$ cat src/rtl/ipru_pkg.sv
`default_nettype none

package ipru_pkg;

  // default sizes
  localparam int MAX_WIDTH_DEF = 1024;
  localparam int MAX_SCALE_DEF = 8;

  // field widths
  localparam int COLOR_W   = 8;
  localparam int RGB_W     = 3 * COLOR_W;
  localparam int SCALE_W   = 4;
  localparam int ROWW_W    = 11;
  localparam int PAD_W     = 2;
  localparam int CFG_IDX_W = 1;
  localparam int CFG_DATA_W = 11;

  // register indexes
  localparam logic [CFG_IDX_W-1:0] REG_SCALE = 1'b0;
  localparam logic [CFG_IDX_W-1:0] REG_WIDTH = 1'b1;

  // opcodes
  localparam logic OP_PIXEL = 1'b0;
  localparam logic OP_TICK  = 1'b1;

  // control part of one expansion job
  typedef struct packed {
    logic             drop;
    logic             ends_row;
    logic [PAD_W-1:0] pad;
    logic             from_mem;
  } job_ctl_t;

  // bytes of zero padding to reach 4-byte alignment of width*factor*3
  function automatic logic [PAD_W-1:0] pad_count(input logic [1:0] w_lo,
                                                 input logic [1:0] f_lo);
    logic [5:0] prod;
    prod = 6'(w_lo) * 6'(f_lo) * 6'd3;
    return PAD_W'(~prod[1:0] + 2'd1);
  endfunction

endpackage

`default_nettype wire

$ cat src/rtl/ipru_emit.sv
`default_nettype none

module ipru_emit #(
  parameter int MAX_SCALE = ipru_pkg::MAX_SCALE_DEF
) (
  input  wire logic                      clk,
  input  wire logic                      rst,
  input  wire logic                      load,
  input  wire ipru_pkg::job_ctl_t        load_ctl,
  input  wire logic [$clog2(MAX_SCALE + 1)-1:0] load_cnt,
  input  wire logic [ipru_pkg::RGB_W-1:0] load_rgb,
  input  wire logic [ipru_pkg::RGB_W-1:0] mem_rgb,
  output logic                           can_load,
  output logic                           result_valid,
  input  wire logic                      result_stall,
  output logic [ipru_pkg::COLOR_W-1:0]   out_red,
  output logic [ipru_pkg::COLOR_W-1:0]   out_green,
  output logic [ipru_pkg::COLOR_W-1:0]   out_blue,
  output logic                           row_end,
  output logic [ipru_pkg::PAD_W-1:0]     pad_bytes,
  output logic                           last,
  output logic                           status
);

  localparam int CNT_W = $clog2(MAX_SCALE + 1);

  logic                       job_valid;
  logic [CNT_W-1:0]           job_cnt;
  ipru_pkg::job_ctl_t         job_ctl;
  logic [ipru_pkg::RGB_W-1:0] job_rgb;

  logic                       out_ready;
  logic                       fire;
  logic                       final_copy;
  logic                       done;
  logic [ipru_pkg::RGB_W-1:0] cur_rgb;

  assign out_ready  = !result_valid || !result_stall;
  assign fire       = job_valid && out_ready;
  assign final_copy = (job_cnt == CNT_W'(1));
  assign done       = fire && final_copy;
  assign can_load   = !job_valid || done;
  assign cur_rgb    = job_ctl.drop ? '0 : (job_ctl.from_mem ? mem_rgb : job_rgb);

  // job register
  always_ff @(posedge clk) begin
    if (rst) begin
      job_valid <= 1'b0;
    end else if (load) begin
      job_valid <= 1'b1;
    end else if (done) begin
      job_valid <= 1'b0;
    end
  end

  always_ff @(posedge clk) begin
    if (load) begin
      job_cnt <= load_cnt;
      job_ctl <= load_ctl;
      job_rgb <= load_rgb;
    end else if (fire) begin
      job_cnt <= job_cnt - CNT_W'(1);
    end
  end

  // result register
  always_ff @(posedge clk) begin
    if (rst) begin
      result_valid <= 1'b0;
    end else if (fire) begin
      result_valid <= 1'b1;
    end else if (!result_stall) begin
      result_valid <= 1'b0;
    end
  end

  always_ff @(posedge clk) begin
    if (fire) begin
      out_red   <= cur_rgb[2*ipru_pkg::COLOR_W +: ipru_pkg::COLOR_W];
      out_green <= cur_rgb[ipru_pkg::COLOR_W +: ipru_pkg::COLOR_W];
      out_blue  <= cur_rgb[0 +: ipru_pkg::COLOR_W];
      row_end   <= final_copy && job_ctl.ends_row;
      pad_bytes <= (final_copy && job_ctl.ends_row) ? job_ctl.pad : '0;
      last      <= final_copy;
      status    <= job_ctl.drop;
    end
  end

endmodule

`default_nettype wire

$ cat config.mk
export PLATFORM = sky130hd
export DESIGN_NAME = ipru_emit
export DESIGN_NICKNAME = d
export VERILOG_FILES = /design/src/rtl/ipru_pkg.sv /design/src/rtl/ipru_emit.sv
export SDC_FILE = /design/constraint.sdc
export NUM_CORES = 1
export LEC_CHECK = 0
export ABC_AREA = 1
export BUFFER_PORTS_ARGS = -buffer_cell sky130_fd_sc_hd__buf_2
export CORE_MARGIN = 2
export CORE_UTILIZATION = 35
export CTS_CLUSTER_SIZE = 12
export DETAILED_ROUTE_END_ITERATION = 16
export GPL_TIMING_DRIVEN = 0
export PLACE_DENSITY_LB_ADDON = 0.15
export SLEW_MARGIN = 20
export SYNTH_ARGS = -nofsm -noshare
export SYNTH_HDL_FRONTEND = slang
export SYNTH_SLANG_ARGS = --single-unit
$ cat constraint.sdc
create_clock -name clk -period 1.6 [get_ports clk]
set_input_delay 0.32 -clock clk [delete_from_list [all_inputs] [get_ports clk]]
set_output_delay 0.32 -clock clk [all_outputs]
set_load 0.005 [all_outputs]
==> flow_metrics.env <==
export IMPL_status="finished, final reports clean"
export IMPL_first_global_vias=1654
export IMPL_grt_pass1_wl_um=8000
export IMPL_worst_pin_slew_ns=0.772
export IMPL_track_usage=0.132
export IMPL_first_pass_iters=2
export IMPL_clockBufferDepth=2
export IMPL_die_w_um=89.9
export IMPL_vias=1636
export IMPL_stdcell_count=389
export IMPL_rows=31
export IMPL_crit_path_start_kind="flop"
export IMPL_dieArea_um2=8070
export IMPL_fillers=685
export IMPL_syn_area_um2=2580
export IMPL_drive_gt1_frac=0.517
export IMPL_cts_sinks=64
export IMPL_total_power_w=0.00392
export IMPL_yosys_warnings=0
export IMPL_worstSetupEndpointType="primary output"
export IMPL_root_buffer="clkbuf_8"
export IMPL_drv_cap=0
export IMPL_relSlewSlack=0.485
export IMPL_p_clk_frac=0.366
export IMPL_viasPerCell=4.21
export IMPL_reg2reg_slack_ns=0.19
export IMPL_synth_fp_nets=243
export IMPL_power_leakage_nw=1.41
export IMPL_hpwlAfterDp_um=3550
export IMPL_hp_class="input pin to flop"
export IMPL_antenna_found_initial=0
export IMPL_seqCellArea_um2=1900
export IMPL_multiInputGateArea_um2=571
export IMPL_die_h_um=89.9
export IMPL_fmax_mhz=653
export IMPL_initial_core_util=0.360
export IMPL_synth_yosys_seq_area_share=0.737
export IMPL_globalRouteOverflowTotal=0
export IMPL_clk_pin_slew_ns=0.06
export IMPL_hold_path_startpoint="rst"
export IMPL_switching_share=0.218
export IMPL_path_class="flop to primary output"
export IMPL_layout_min_cycle_time_ns=1.53
export IMPL_totalWireLength_um=5040
export IMPL_period_share=0.957
export IMPL_r2r_cells=3
export IMPL_comb_power_share=0.111
export IMPL_whs_endpoint="result_valid"
export IMPL_clk_latency_ns=0.33
export IMPL_r2r_end="out_green[7]"
export IMPL_port_buffers=91
export IMPL_dp_cells=370
export IMPL_holdPathStages=2
export IMPL_ys_types=18
export IMPL_r2r_start="result_valid"
export IMPL_tritoncts="built"
export IMPL_core_um2=7180
export IMPL_remaining_drc_errors=0
export IMPL_peakVddDrop_v=0.000576
export IMPL_cts_buffers=9
export IMPL_crit_fanout=3
export IMPL_antenna_cells=0
export IMPL_p_int_w=0.00307
export IMPL_avgSynthCellArea_um2=14.3
export IMPL_finalSetupViolCount=0
export IMPL_worstPathArrival_ns=1.21
export IMPL_dr_first_iter_drc_count=47
export IMPL_grt_max_degree=38
export IMPL_finClkSkew_ns=0.00705
export IMPL_nets=348
export IMPL_drv_slew=0
export IMPL_required_ns=1.28
export IMPL_power_density_nw_per_um2=1150
export IMPL_p_seq_frac=0.522
export IMPL_tns_ns=0
export IMPL_routedWlPerCell_um=13.0
export IMPL_worst_hold_slack_ns=0.158
export IMPL_ant_nets=0
export IMPL_syn_inst=180
export IMPL_finalHoldViolCount=0
export IMPL_ys_ff_latch=64
export IMPL_area_growth_pct=31.9
export IMPL_place_congestion=0.731
export IMPL_num_io_pins=92
export IMPL_cts_htree_levels=3
export IMPL_p_sw_w=0.000856
## cell families (layout without fill, tap and decap cells)
kind of cell	after synthesis	in the layout	synth area share
AND/OR/NAND/NOR	68	68	0.114
buffers and inverters	16	126	0.0485
flip-flops	64	64	0.737
AO/OA/AOI/OAI	29	29	0.0868
XOR/XNOR	1	1	0.00340
adder cells (fa/ha/maj)	2	2	0.00970
## power by group through the flow
stage / sequential [W] / combinational (W) / clock (W)
6_report: 0.00205 / 0.000436 / 0.00144
5_1_grt: 0.00206 / 0.000495 / 0.00154
2_1_floorplan: 0.00209 / 0.000221 / 0
3_5_place_dp: 0.00209 / 0.000424 / 0
3_3_place_gp: 0.00208 / 0.000420 / 0
4_1_cts: 0.00205 / 0.000425 / 0.00149
## final cells by class
cell class                      instances  share of cell area
Sequential cell                        64               0.559
Clock buffer                           11              0.0386
Timing Repair Buffer                   94               0.140
Clock inverter                          5              0.0210
Buffer                                  7              0.0246
Tap cell                               99              0.0364
Inverter                                9              0.0121
Multi-Input combinational cell        100               0.168
## stage by stage
stage           util  setup WS, ns  instance area [um2]
3_3_place_gp   0.440        -0.305                 3160
4_1_cts        0.469       0.00469                 3360
6_report       0.474        0.0682                 3400
3_5_place_dp   0.440       -0.0578                 3160
5_1_grt        0.474      -0.00462                 3400
2_1_floorplan      -         0.151                 2580
## registers in the layout (all words and copies together) (netlist names)
| register | flops |
|---|---|
| out_green | 8 |
| result_valid | 1 |
| pad_bytes | 2 |
| job_rgb | 24 |
| row_end | 1 |
| job_cnt | 4 |
| out_red | 8 |
| job_valid | 1 |
| job_ctl | 5 |
| last | 1 |
| status | 1 |
| out_blue | 8 |
## placed cells by master, fill, tap and decap left out, drive strengths merged
master	count
bufinv	2
ha	2
inv	9
o21ai	3
clkinv	3
buf	101
a21oi	26
nand3	3
nor3b	1
nor2	4
clkbuf	11
edfxtp	62
dfxtp	2
nand2	60
xnor2	1
## critical path, stage by stage, from the launching register on
cell and delay, ns:
edfxtp_1 0.45, ha_4 0.20, nand3_2 0.06, nand2_1 0.06, buf_2 0.12
## how the worst max path moves through the flow
stage,from,to,slack [ns],depth (start not counted)
2_1_floorplan,result_stall,last,0.15,3
3_3_place_gp,result_stall,out_red[4],-0.31,4
3_5_place_dp,load,job_cnt[2],-0.06,3
4_1_cts,job_cnt[0],can_load,0.005,4
5_1_grt,job_cnt[1],can_load,-0.005,5
6_report,job_cnt[0],can_load,0.07,4
## Yosys cell counts
| library cell | count | share of area |
|---|---|---|
| buf_6 | 3 | 0.013 |
| a21oi_1 | 5 | 0.0097 |
| nor3b_2 | 1 | 0.0048 |
| inv_8 | 1 | 0.0044 |
| edfxtp_1 | 62 | 0.72 |
| o21ai_0 | 3 | 0.0058 |
| dfxtp_1 | 2 | 0.016 |
| xnor2_1 | 1 | 0.0034 |
| buf_8 | 1 | 0.0058 |
| nor2_1 | 4 | 0.0058 |
| nand3_1 | 3 | 0.0058 |
| inv_1 | 8 | 0.012 |
| nand2_1 | 49 | 0.071 |
| buf_12 | 1 | 0.0078 |
| nand2_2 | 11 | 0.027 |
| ha_1 | 2 | 0.0097 |
| buf_4 | 2 | 0.0058 |
| a21oi_2 | 21 | 0.071 |
## per-layer routing
metal  routed length, um  track usage  share of wire
met1                2190        0.159           0.43
met2                2460        0.211           0.49
met5                   0            0              0
met3                 268       0.0352          0.053
met4                 121       0.0808          0.024
## repair_timing
action,4_1_cts,5_1_grt
hold buffers,0,0
setup endpoints to repair,0,1
setup buffers,0,3
resized for setup,0,4
Note: power is estimated with default switching activity, not from simulation.
